### config.mk
export PLATFORM = sky130hd
export DESIGN_NAME = i2c_master_transfer_sequencer_flat
export DESIGN_NICKNAME = d
export VERILOG_FILES = /design/src/sv/i2cms_pkg.sv /design/src/sv/i2cms_in_if.sv /design/src/sv/i2cms_out_if.sv /design/src/sv/i2cms_step.sv /design/src/sv/i2c_master_transfer_sequencer.sv /design/src/flat_wrapper.sv
export SDC_FILE = /design/constraint.sdc
export NUM_CORES = 1
export LEC_CHECK = 0
export BUFFER_PORTS_ARGS = -buffer_cell sky130_fd_sc_hd__buf_2
export CAP_MARGIN = 30
export CELL_PAD_IN_SITES_DETAIL_PLACEMENT = 1
export CELL_PAD_IN_SITES_GLOBAL_PLACEMENT = 1
export CORE_UTILIZATION = 45
export CTS_CLUSTER_DIAMETER = 60
export DETAILED_ROUTE_END_ITERATION = 10
export GPL_TIMING_DRIVEN = 1
export PLACE_DENSITY = 0.82
export SETUP_SLACK_MARGIN = 0.3
export SKIP_LAST_GASP = 1
export SYNTH_ARGS = -nofsm -noshare
export SYNTH_HDL_FRONTEND = slang
export SYNTH_SLANG_ARGS = --single-unit
### constraint.sdc
create_clock -name clk_i -period 3.9 [get_ports clk_i]
set_input_delay 0 -clock clk_i [delete_from_list [all_inputs] [get_ports clk_i]]
set_output_delay 0 -clock clk_i [all_outputs]
set_load 0.03 [all_outputs]
### src/sv/i2cms_pkg.sv
// ----------------------------------------------------------------------------
// i2cms_pkg
// types and constants shared by the transfer sequencer files
// ----------------------------------------------------------------------------
`default_nettype none

package i2cms_pkg;

  typedef enum logic [1:0] {
    KindLoad  = 2'd0,
    KindStart = 2'd1,
    KindEvent = 2'd2,
    KindNop   = 2'd3
  } kind_e;

  typedef enum logic [2:0] {
    EvModeSelect   = 3'd0,
    EvTxSelected   = 3'd1,
    EvTransmitting = 3'd2,
    EvTransmitted  = 3'd3,
    EvAddr10       = 3'd4,
    EvReceived     = 3'd5,
    EvRxSelected   = 3'd6,
    EvOther        = 3'd7
  } event_e;

  typedef enum logic [1:0] {
    DirTx    = 2'd0,
    DirRx    = 2'd1,
    DirTxReg = 2'd2
  } dir_e;

  typedef enum logic [1:0] {
    AckKeep    = 2'd0,
    AckEnable  = 2'd1,
    AckDisable = 2'd2
  } ack_e;

  typedef struct packed {
    logic [1:0] kind;
    logic [3:0] tx_slot;
    logic [7:0] tx_value;
    logic [7:0] target_address;
    logic       register_read;
    logic [4:0] tx_count;
    logic [7:0] rx_count;
    logic [2:0] event_code;
    logic [7:0] bus_byte;
  } item_t;

  typedef struct packed {
    logic       send_address;
    logic       address_read;
    logic       send_byte;
    logic [7:0] byte_out;
    logic       make_start;
    logic       make_stop;
    logic [1:0] ack_control;
    logic       store_received;
    logic [7:0] rx_position;
    logic [7:0] rx_value;
    logic       busy_res;
    logic       status;
  } result_t;

  typedef struct packed {
    dir_e       dir;
    logic       busy;
    logic [7:0] slave_address;
    logic [4:0] tx_length;
    logic [4:0] tx_index;
    logic [7:0] rx_length;
    logic [7:0] rx_index;
  } seq_state_t;

  localparam seq_state_t StateReset = '{
    dir:           DirTx,
    busy:          1'b0,
    slave_address: 8'd0,
    tx_length:     5'd0,
    tx_index:      5'd0,
    rx_length:     8'd0,
    rx_index:      8'd0
  };

endpackage

`default_nettype wire

### src/sv/i2cms_in_if.sv
// ----------------------------------------------------------------------------
// i2cms_in_if
// input item channel: loads, starts and bus events
// ----------------------------------------------------------------------------
`default_nettype none

interface i2cms_in_if;
  logic       valid;
  logic       ready;
  logic [1:0] kind;
  logic [3:0] tx_slot;
  logic [7:0] tx_value;
  logic [7:0] target_address;
  logic       register_read;
  logic [4:0] tx_count;
  logic [7:0] rx_count;
  logic [2:0] event_code;
  logic [7:0] bus_byte;

  modport source (
    output valid, kind, tx_slot, tx_value, target_address, register_read,
           tx_count, rx_count, event_code, bus_byte,
    input  ready
  );

  modport sink (
    input  valid, kind, tx_slot, tx_value, target_address, register_read,
           tx_count, rx_count, event_code, bus_byte,
    output ready
  );
endinterface

`default_nettype wire

### src/sv/i2cms_out_if.sv
// ----------------------------------------------------------------------------
// i2cms_out_if
// result item channel: bus commands and received bytes
// ----------------------------------------------------------------------------
`default_nettype none

interface i2cms_out_if;
  logic       valid;
  logic       ready;
  logic       send_address;
  logic       address_read;
  logic       send_byte;
  logic [7:0] byte_out;
  logic       make_start;
  logic       make_stop;
  logic [1:0] ack_control;
  logic       store_received;
  logic [7:0] rx_position;
  logic [7:0] rx_value;
  logic       busy_res;
  logic       status;

  modport source (
    output valid, send_address, address_read, send_byte, byte_out, make_start,
           make_stop, ack_control, store_received, rx_position, rx_value,
           busy_res, status,
    input  ready
  );

  modport sink (
    input  valid, send_address, address_read, send_byte, byte_out, make_start,
           make_stop, ack_control, store_received, rx_position, rx_value,
           busy_res, status,
    output ready
  );
endinterface

`default_nettype wire

### src/sv/i2cms_step.sv
// ----------------------------------------------------------------------------
// i2cms_step
// next-state and bus command logic for one item
// ----------------------------------------------------------------------------
`default_nettype none

module i2cms_step import i2cms_pkg::*; #(
  parameter int TX_DEPTH = 16
) (
  input  item_t      item_i,
  input  seq_state_t state_i,
  input  logic [7:0] tx_byte_i,
  output seq_state_t state_o,
  output result_t    result_o,
  output logic       tx_we_o
);

  logic [7:0] rx_idx_inc;
  logic [8:0] rx_idx_next;

  assign rx_idx_inc  = state_i.rx_index + 8'd1;
  assign rx_idx_next = {1'b0, rx_idx_inc} + 9'd1;

  always_comb begin
    state_o  = state_i;
    result_o = '0;
    tx_we_o  = 1'b0;
    case (item_i.kind)
      KindLoad: begin
        if (state_i.busy) begin
          result_o.status = 1'b1;
        end else if (32'(item_i.tx_slot) < 32'(TX_DEPTH)) begin
          tx_we_o = 1'b1;
        end
      end
      KindStart: begin
        if (state_i.busy) begin
          result_o.status = 1'b1;
        end else begin
          state_o.slave_address = item_i.target_address;
          state_o.dir           = item_i.register_read ? DirTxReg : DirTx;
          state_o.tx_length     = (32'(item_i.tx_count) > 32'(TX_DEPTH))
                                  ? 5'(TX_DEPTH) : item_i.tx_count;
          state_o.tx_index      = 5'd0;
          state_o.rx_length     = item_i.register_read ? item_i.rx_count : 8'd0;
          state_o.rx_index      = 8'd0;
          state_o.busy          = 1'b1;
          result_o.ack_control  = AckEnable;
          result_o.make_start   = 1'b1;
        end
      end
      KindEvent: begin
        if (state_i.busy) begin
          case (item_i.event_code)
            EvModeSelect: begin
              result_o.send_address = 1'b1;
              result_o.address_read = (state_i.dir == DirRx);
              if (state_i.tx_length == 5'd0) begin
                result_o.ack_control = AckDisable;
                result_o.make_stop   = 1'b1;
                if (state_i.dir != DirRx) begin
                  state_o.busy = 1'b0;
                end
              end
            end
            EvTransmitting: begin
              if (state_i.tx_index < state_i.tx_length &&
                  32'(state_i.tx_index) < 32'(TX_DEPTH)) begin
                result_o.send_byte = 1'b1;
                result_o.byte_out  = tx_byte_i;
                state_o.tx_index   = state_i.tx_index + 5'd1;
              end else if (state_i.dir == DirTx) begin
                result_o.make_stop = 1'b1;
                state_o.busy       = 1'b0;
              end else if (state_i.dir == DirTxReg) begin
                state_o.dir         = DirRx;
                result_o.make_start = 1'b1;
              end
            end
            EvReceived: begin
              result_o.store_received = 1'b1;
              result_o.rx_position    = state_i.rx_index;
              result_o.rx_value       = item_i.bus_byte;
              state_o.rx_index        = rx_idx_inc;
              if (state_i.rx_length != 8'd0 &&
                  rx_idx_next == {1'b0, state_i.rx_length}) begin
                result_o.ack_control = AckDisable;
                result_o.make_stop   = 1'b1;
              end
              if (rx_idx_inc == state_i.rx_length) begin
                state_o.busy = 1'b0;
              end
            end
            EvRxSelected: begin
              if (state_i.rx_length == 8'd1) begin
                result_o.ack_control = AckDisable;
                result_o.make_stop   = 1'b1;
              end
            end
            default: begin
            end
          endcase
        end
      end
      default: begin
      end
    endcase
    result_o.busy_res = state_o.busy;
  end

endmodule

`default_nettype wire

### src/sv/i2c_master_transfer_sequencer.sv
// ----------------------------------------------------------------------------
// i2c_master_transfer_sequencer
// i2c master write / register read sequencer driven by decoded bus events
// ----------------------------------------------------------------------------
// an accepted item goes through the input register, then the result register
// throughput: one item per cycle unless out_o.ready stalls the result register;
//   limited by the single step-stage state update; tx read registered from state_d
// reset: asynchronous, clears direction, busy, lengths and indexes; the tx
//   buffer is not cleared and holds undefined data until loaded
// ----------------------------------------------------------------------------
`default_nettype none

module i2c_master_transfer_sequencer import i2cms_pkg::*; #(
  parameter int TX_DEPTH = 16
) (
  input  wire         clk_i,
  input  wire         rst_ni,
  i2cms_in_if.sink    in_i,
  i2cms_out_if.source out_o
);

  localparam int TxIdxW = (TX_DEPTH > 1) ? $clog2(TX_DEPTH) : 1;

  item_t      item_q;
  logic       item_vld_q;
  seq_state_t state_q;
  seq_state_t step_state;
  seq_state_t state_d;
  result_t    step_result;
  result_t    result_q;
  logic       out_vld_q;
  logic       step_we;
  logic       advance;
  logic [7:0] tx_rd_q;
  logic [7:0] tx_mem [TX_DEPTH];
  item_t      in_item;

  assign in_item = '{
    kind:           in_i.kind,
    tx_slot:        in_i.tx_slot,
    tx_value:       in_i.tx_value,
    target_address: in_i.target_address,
    register_read:  in_i.register_read,
    tx_count:       in_i.tx_count,
    rx_count:       in_i.rx_count,
    event_code:     in_i.event_code,
    bus_byte:       in_i.bus_byte
  };

  assign advance    = item_vld_q && (!out_vld_q || out_o.ready);
  assign in_i.ready = !item_vld_q || advance;

  i2cms_step #(
    .TX_DEPTH(TX_DEPTH)
  ) u_step (
    .item_i   (item_q),
    .state_i  (state_q),
    .tx_byte_i(tx_rd_q),
    .state_o  (step_state),
    .result_o (step_result),
    .tx_we_o  (step_we)
  );

  assign state_d = advance ? step_state : state_q;

  // input register
  always_ff @(posedge clk_i or negedge rst_ni) begin
    if (!rst_ni) begin
      item_vld_q <= 1'b0;
    end else if (in_i.ready) begin
      item_vld_q <= in_i.valid;
    end
  end

  always_ff @(posedge clk_i) begin
    if (in_i.ready && in_i.valid) begin
      item_q <= in_item;
    end
  end

  // sequencer state
  always_ff @(posedge clk_i or negedge rst_ni) begin
    if (!rst_ni) begin
      state_q <= StateReset;
    end else begin
      state_q <= state_d;
    end
  end

  // tx buffer, read port follows the next tx index
  always_ff @(posedge clk_i) begin
    if (advance && step_we) begin
      tx_mem[TxIdxW'(item_q.tx_slot)] <= item_q.tx_value;
    end
    tx_rd_q <= tx_mem[TxIdxW'(state_d.tx_index)];
  end

  // result register
  always_ff @(posedge clk_i or negedge rst_ni) begin
    if (!rst_ni) begin
      out_vld_q <= 1'b0;
    end else if (advance) begin
      out_vld_q <= 1'b1;
    end else if (out_o.ready) begin
      out_vld_q <= 1'b0;
    end
  end

  always_ff @(posedge clk_i) begin
    if (advance) begin
      result_q <= step_result;
    end
  end

  assign out_o.valid          = out_vld_q;
  assign out_o.send_address   = result_q.send_address;
  assign out_o.address_read   = result_q.address_read;
  assign out_o.send_byte      = result_q.send_byte;
  assign out_o.byte_out       = result_q.byte_out;
  assign out_o.make_start     = result_q.make_start;
  assign out_o.make_stop      = result_q.make_stop;
  assign out_o.ack_control    = result_q.ack_control;
  assign out_o.store_received = result_q.store_received;
  assign out_o.rx_position    = result_q.rx_position;
  assign out_o.rx_value       = result_q.rx_value;
  assign out_o.busy_res       = result_q.busy_res;
  assign out_o.status         = result_q.status;

endmodule

`default_nettype wire
### src/flat_wrapper.sv
// flat-port wrapper written by rule: the top's interface ports become plain ports
module i2c_master_transfer_sequencer_flat import i2cms_pkg::*;
#(
  parameter int TX_DEPTH = 16
)
  (clk_i, rst_ni, in_i_valid, in_i_kind, in_i_tx_slot, in_i_tx_value, in_i_target_address, in_i_register_read, in_i_tx_count, in_i_rx_count, in_i_event_code, in_i_bus_byte, in_i_ready, out_o_valid, out_o_send_address, out_o_address_read, out_o_send_byte, out_o_byte_out, out_o_make_start, out_o_make_stop, out_o_ack_control, out_o_store_received, out_o_rx_position, out_o_rx_value, out_o_busy_res, out_o_status, out_o_ready);
  i2cms_in_if in_i_i ();
  i2cms_out_if out_o_i ();
  input  wire clk_i;
  input  wire rst_ni;
  input wire logic [$bits(in_i_i.valid)-1:0] in_i_valid;
  input wire logic [$bits(in_i_i.kind)-1:0] in_i_kind;
  input wire logic [$bits(in_i_i.tx_slot)-1:0] in_i_tx_slot;
  input wire logic [$bits(in_i_i.tx_value)-1:0] in_i_tx_value;
  input wire logic [$bits(in_i_i.target_address)-1:0] in_i_target_address;
  input wire logic [$bits(in_i_i.register_read)-1:0] in_i_register_read;
  input wire logic [$bits(in_i_i.tx_count)-1:0] in_i_tx_count;
  input wire logic [$bits(in_i_i.rx_count)-1:0] in_i_rx_count;
  input wire logic [$bits(in_i_i.event_code)-1:0] in_i_event_code;
  input wire logic [$bits(in_i_i.bus_byte)-1:0] in_i_bus_byte;
  output wire logic [$bits(in_i_i.ready)-1:0] in_i_ready;
  output wire logic [$bits(out_o_i.valid)-1:0] out_o_valid;
  output wire logic [$bits(out_o_i.send_address)-1:0] out_o_send_address;
  output wire logic [$bits(out_o_i.address_read)-1:0] out_o_address_read;
  output wire logic [$bits(out_o_i.send_byte)-1:0] out_o_send_byte;
  output wire logic [$bits(out_o_i.byte_out)-1:0] out_o_byte_out;
  output wire logic [$bits(out_o_i.make_start)-1:0] out_o_make_start;
  output wire logic [$bits(out_o_i.make_stop)-1:0] out_o_make_stop;
  output wire logic [$bits(out_o_i.ack_control)-1:0] out_o_ack_control;
  output wire logic [$bits(out_o_i.store_received)-1:0] out_o_store_received;
  output wire logic [$bits(out_o_i.rx_position)-1:0] out_o_rx_position;
  output wire logic [$bits(out_o_i.rx_value)-1:0] out_o_rx_value;
  output wire logic [$bits(out_o_i.busy_res)-1:0] out_o_busy_res;
  output wire logic [$bits(out_o_i.status)-1:0] out_o_status;
  input wire logic [$bits(out_o_i.ready)-1:0] out_o_ready;
  assign in_i_i.valid = in_i_valid;
  assign in_i_i.kind = in_i_kind;
  assign in_i_i.tx_slot = in_i_tx_slot;
  assign in_i_i.tx_value = in_i_tx_value;
  assign in_i_i.target_address = in_i_target_address;
  assign in_i_i.register_read = in_i_register_read;
  assign in_i_i.tx_count = in_i_tx_count;
  assign in_i_i.rx_count = in_i_rx_count;
  assign in_i_i.event_code = in_i_event_code;
  assign in_i_i.bus_byte = in_i_bus_byte;
  assign in_i_ready = in_i_i.ready;
  assign out_o_valid = out_o_i.valid;
  assign out_o_send_address = out_o_i.send_address;
  assign out_o_address_read = out_o_i.address_read;
  assign out_o_send_byte = out_o_i.send_byte;
  assign out_o_byte_out = out_o_i.byte_out;
  assign out_o_make_start = out_o_i.make_start;
  assign out_o_make_stop = out_o_i.make_stop;
  assign out_o_ack_control = out_o_i.ack_control;
  assign out_o_store_received = out_o_i.store_received;
  assign out_o_rx_position = out_o_i.rx_position;
  assign out_o_rx_value = out_o_i.rx_value;
  assign out_o_busy_res = out_o_i.busy_res;
  assign out_o_status = out_o_i.status;
  assign out_o_i.ready = out_o_ready;
  i2c_master_transfer_sequencer #(.TX_DEPTH(TX_DEPTH)) u_core (.clk_i(clk_i), .rst_ni(rst_ni), .in_i(in_i_i), .out_o(out_o_i));
endmodule
* After elaboration in Yosys (flattened, before gate mapping)
Memories as Yosys holds them, arrays and structs flattened. A register that Yosys moved wholly into a read port is not among the register bits. Index checks and enable logic that the tools add are counted.
Word-level totals: register bits 120, memories kept 1, memory bits (writable) 128, input bits 51
Operators by class: bitwise logic cells 1, mux-type cells 48, reductions and logical operators 26, $lt $le $gt $ge 3, add/sub/neg operators 3, equality and inequality tests 19
Memory list:
- u_core.tx_mem | depth 16, width 8, read ports 1, clocked after Yosys merged registers in 1, write ports 1, RTL line i2c_master_transfer_sequencer.sv:35 | logic [7:0] tx_mem [TX_DEPTH];
Operator list (number):
- $mux 37 | 1
- $mux 8 | 4
- $mux 21 | 1
- $mux 20 | 1
- $mux 5 | 4
- $mux 17 | 1
- $mux 1 | 16
- $pmux 8 s2 | 1
- $mux 3 | 5
- $mux 2 | 6
- $reduce_and 3->1 | 4
- $ne 2x2->1 const B | 5
- $pmux 5 s2 | 1
- $add 8x1->9 const B | 1
- $eq 9x8->1 | 1
- $mux 9 | 1
- $add 8x1->8 const B | 1
- $eq 8x1->1 const B | 1
- $eq 8x8->1 | 1
- $ne 2x1->1 const B | 4
- $reduce_and 8->1 | 1
- $reduce_bool 8->1 | 1
- $eq 3x3->1 const B | 2
- $pmux 2 s3 | 1
- other kinds (25) | 35

* Depth between registers and ports, before layout
depth in word-level cells 8, depth in mapped cells 13

* By module
A second synthesis with hierarchy kept.
Second synthesis, totals: cell total of the unflattened synthesis 826, area, all modules 11190.7 um2
By module, submodules not included:
- i2c_master_transfer_sequencer | instances 1, cells an instance 550, area each 9376.5 um2, seq. area each 7412.1 um2
- i2cms_step | instances 1, cells an instance 276, area each 1814.2 um2, seq. area each 0.0 um2

* Least setup slack after synthesis
OpenSTA, ideal clock, no wires.
kind register to register, start reg u_core.out_vld_q (netlist: u_core.out_o.valid), end reg u_core.tx_rd_q[0], read port of u_core.tx_mem, stages on the path, launching flop included 11, setup time 134 ps, arrival time 4103 ps, path slack -337 ps, data required time 3766 ps, cell sequence dfrtp_1 -> nor2b_1 -> nor2_1 -> nand3_1 -> nor4_1 -> a211oi_2 -> buf_2 -> buf_1 -> a21oi_1 -> a221oi_1 -> or4_1
Between the ends: word-level cells in the longest chain between the ends 4
RTL lines:
- start, declared | RTL line i2c_master_transfer_sequencer.sv:31 | logic out_vld_q;
- start signal, assigned | RTL line i2c_master_transfer_sequencer.sv:101 | out_vld_q <= 1'b0;
- start signal, assigned | RTL line i2c_master_transfer_sequencer.sv:103 | out_vld_q <= 1'b1;
- start signal, assigned | RTL line i2c_master_transfer_sequencer.sv:105 | out_vld_q <= 1'b0;
- $logic_not 1->1 | RTL line i2c_master_transfer_sequencer.sv:50 | assign advance = item_vld_q && (!out_vld_q || out_o.ready);
- $logic_or 1x1->1 | RTL line i2c_master_transfer_sequencer.sv:50
- $logic_and 1x1->1 | RTL line i2c_master_transfer_sequencer.sv:50
- net u_core.advance | RTL line i2c_master_transfer_sequencer.sv:33 | logic advance;
- $mux 20 | RTL line i2c_master_transfer_sequencer.sv:64 | assign state_d = advance ? step_state : state_q;
- end, declared | RTL line i2c_master_transfer_sequencer.sv:34 | logic [7:0] tx_rd_q;
The timed path passes the listed nets, and every way through them passes these cells. A chain may end at the register's enable or synchronous reset.

* Final worst setup path
start reg u_core.state_q[18] (netlist name), end reg u_core.tx_rd_q[2], read port of u_core.tx_mem
Between the ends: word-level cells in the longest chain between the ends 7
RTL lines:
- start, declared | RTL line i2c_master_transfer_sequencer.sv:26 | seq_state_t state_q;
- start signal, assigned | RTL line i2c_master_transfer_sequencer.sv:84 | state_q <= StateReset;
- start signal, assigned | RTL line i2c_master_transfer_sequencer.sv:86 | state_q <= state_d;
- $lt 5x5->1 (on tied branches) | RTL line i2cms_step.sv:67, i2cms_step.sv:68
- $logic_and 1x1->1 | RTL line i2cms_step.sv:67 | if (state_i.tx_index < state_i.tx_length &&
- $mux 5 | RTL line i2cms_step.sv:67
- $mux 5 | RTL line i2cms_step.sv:54 | case (item_i.event_code)
- $mux 5 | RTL line i2cms_step.sv:53 | if (state_i.busy) begin
- $pmux 5 s2 | RTL line i2cms_step.sv:28 | case (item_i.kind)
- $mux 20 (*) | RTL line i2c_master_transfer_sequencer.sv:64
Mark *: on every way between the ends. The rest lies on a longest branch, timed or not. The select of a mux whose other input is x is not followed.

==> results.toml <==
[outcome]
status = "complete, no violations"

[clock_network]
clk_path_buf_depth = 3
cts_buffers = 25
insertion_delay_ns = 0.54
cts_htree_levels = 1
cts_tree = "built"
clk_pin_slew_ns = 0.06
cts_sinks = 240
cts_root_buf = "clkbuf_16"

[yosys]
synth_flop_cell = "edfxtp_1"
ys_ff_latch = 240
synth_edf_count = 201
synth_top_cell_area_share_pct = 60.8
syn_nets = 756
synth_warnings = 0
avgSynthCellArea_um2 = 14.3
post-synth-top-count-cell = "edfxtp_1"
syn_inst = 695
synth_area_um2 = 9930
yosys.area.top_type = "edfxtp_1"
synthArstFlopShare_pct = 12.9
synth.area.top_cells = "edfxtp_1 61%, dfrtp_1 7.8%, mux2i_1 2.6%"
ys_seq_area_share_pct = 70.2
synth_top_cells_by_count = "201 x edfxtp_1, 49 x nand2_1, 38 x nand2b_1"
synth_cell_types = 54

[power_and_ir_drop]
p_total_w = 0.00599
pwr-share-comb_pct = 7.8
clock_power_share_pct = 42.0
power.switching_w = 0.00139
leakagePower_nw = 4.51
power_density_nw_per_um2 = 499
power_frac_seq_pct = 50.2
p_int_w = 0.00459
swShare_pct = 23.3
vdd_drop_max_v = 0.000334

[finish]
drive_gt1_share_pct = 18.7
area_growth_pct = 20.9
fill_cells = 2083
stdcell_area_um2 = 12000
layout.nets = 888
diodes = 0

[critical_path]
r2r_slack_ns = 0.44
crit_slowest_cell = "or4_1"
ff2ff_path_depth = 11
critPathTopFamily = "compound AO/OA/AOI/OAI gates"
crit_buf_inv = 2
critical_path.endpoint_type = "flop"
timing.rr.start = "u_core.state_q[18]"
critical_path_required_ns = 4.31
worstPathCellList = "ha_1 > a21oi_1 > o21ai_1 > a31oi_4 > nand3_2 > a31oi_4 > buf_12 > buf_6 > mux2i_1 > a221oi_1 > or4_1"
path_class = "reg -> reg"
crit_fanout = 51
start_kind = "flop"
cpPeakStageDelay_ns = 0.56
cp_common_cell = "a31oi_4"
critPathArrivalTime_ns = 3.86
r2r_end = "u_core.tx_rd_q[2]"

[drt]
routedWlPerCell_um = 21.7
ant_nets = 0
viasPerCell = 5.64
drtPass1Iterations = 4
drc = 0
drt_iter0_markers = 359
routed_wl_um = 24300
vias = 6318

[floorplanning]
rows = 53
core-area_um2 = 21400
dieArea_um2 = 22700
die-height_um = 151
io_pins = 87
die_w_um = 151
start_util_pct = 46.5

[timing]
worstMarginPinSlew_ns = 0.998
hold_violations = 0
drv_slew = 0
period_share_pct = 88.6
max_slew_margin_pct = 33.2
report.final.setup_viol = 0
fmax_mhz = 289
tns_ns = 0
fin_crit_ns = 3.46
clock-skew-final_ns = 0.0180
grt_setup_unrepaired = "false"

[global_routing]
grt_pass1_wl_um = 37500
grt.total_usage_pct = 22.1
grt_max_degree = 58
grt_pass1_vias = 6717
antenna_found_initial = 0
overflow = 0

[placed_design]
io_buffers = 78
post_dp_cell_area_um2 = 10700
finalWeightedCongestion = 0.853
dp_hpwl_um = 15900

[worst_hold_path]
hp-class = "in -> async"

[run]
drv_cap = 0
-- per-stage QoR --
| stage | instances | hold slack [ns] | setup slack, ns | util (%) |
|---|---|---|---|---|
| 6_report | 1120 | 0.0888 | 0.443 | 56.2 |
| 3_3_place_gp | 1030 | 0.0905 | 0.490 | 49.9 |
| 3_5_place_dp | 1030 | 0.106 | 0.333 | 49.9 |
| 5_1_grt | 1120 | 0.148 | 0.313 | 56.2 |
| 4_1_cts | 1118 | 0.0973 | 0.304 | 56.0 |
| 2_1_floorplan | 695 | -0.296 | 0.374 | - |
-- what timing repair did --
action | in CTS | in global routing
hold buffers | 43 | 0
resized for setup | 0 | 3
endpoints found under the setup margin | 0 | 7
buffers inserted | 0 | 0
endpoints found under the hold margin | 72 | 0
-- sequential cells by signal (all words and copies together) (netlist names), 2 cells and up --
| signal | flops |
|---|---|
| u_core.out_o.rx_position | 8 |
| u_core.out_o.byte_out | 8 |
| u_core.state_q | 29 |
| u_core.out_o.rx_value | 8 |
| u_core.item_q | 39 |
| u_core.tx_rd_q | 8 |
| u_core.tx_mem | 128 |
| u_core.out_o.ack_control | 2 |
-- cells by family (layout without fill, tap and decap cells) --
family / after synthesis / after routing / share of synthesized area [%]
xor+xnor: 19 / 19 / 1.68
compound gates: 128 / 128 / 9.24
buf+inv: 43 / 193 / 1.89
mux: 35 / 35 / 3.87
flops: 240 / 240 / 70.2
simple gates: 220 / 220 / 11.9
fa+ha+maj: 10 / 10 / 1.26
-- layer usage --
layer	GRT usage, %	wire length (um)	vias up	share of wire, %
met5	0	0	-	0
met4	7.58	668	0	2.8
met3	3.00	1090	53	4.5
met2	39.9	12700	193	52
met1	26.9	9810	3183	40
li1	-	-	2889	-
-- worst max path at each step --
stage | slack (ns) | cells past startpoint | from | to
finish | 0.44 | 11 | u_core.state_q[18] | u_core.tx_rd_q[2]
detailed placement | 0.33 | 11 | u_core.state_q[18] | u_core.tx_rd_q[2]
global route | 0.31 | 11 | u_core.state_q[18] | u_core.tx_rd_q[2]
global placement | 0.49 | 11 | u_core.state_q[18] | u_core.tx_rd_q[6]
CTS | 0.30 | 11 | u_core.state_q[18] | u_core.tx_rd_q[2]
floorplan | 0.37 | 10 | u_core.out_o.valid | u_core.tx_rd_q[0]
-- cell type report --
| cell class | instances | area (um2) | area share [%] |
|---|---|---|---|
| clock inverters | 19 | 244 | 2.03 |
| clock buffers | 26 | 629 | 5.24 |
| multi-input cells | 412 | 2800 | 23.3 |
| flip-flops and latches | 240 | 6970 | 58.1 |
| well taps | 275 | 344 | 2.87 |
| inverters | 14 | 52.6 | 0.438 |
| repair buffers | 134 | 963 | 8.03 |
-- cell usage in the layout, fill, tap and decap left out, types with 11 or more instances in the layout --
cell,netlist,layout
o21ai_0,27,27
dfrtp_1,31,31
and2_1,24,23
nand2b_1,38,38
edfxtp_1,201,201
nand3_1,12,12
a221oi_1,25,25
xor2_1,11,11
nor2b_1,17,17
nor2_1,30,29
clkbuf_16,0,25
dlygate4sd3_1,0,43
buf_2,12,78
nor3_1,14,14
or4_1,11,11
a21oi_1,32,32
nand2_1,49,49
inv_1,12,12
mux2i_1,26,26
-- power by group through the flow --
stage	registers (W)	clock network (W)	logic, W
after floorplan	0.00306	0	0.000244
after global placement	0.00304	0	0.000390
after detailed placement	0.00306	0	0.000412
after CTS	0.00301	0.00256	0.000455
after global routing	0.00302	0.00264	0.000512
final	0.00301	0.00251	0.000466
(Power assumes the default switching activity.)
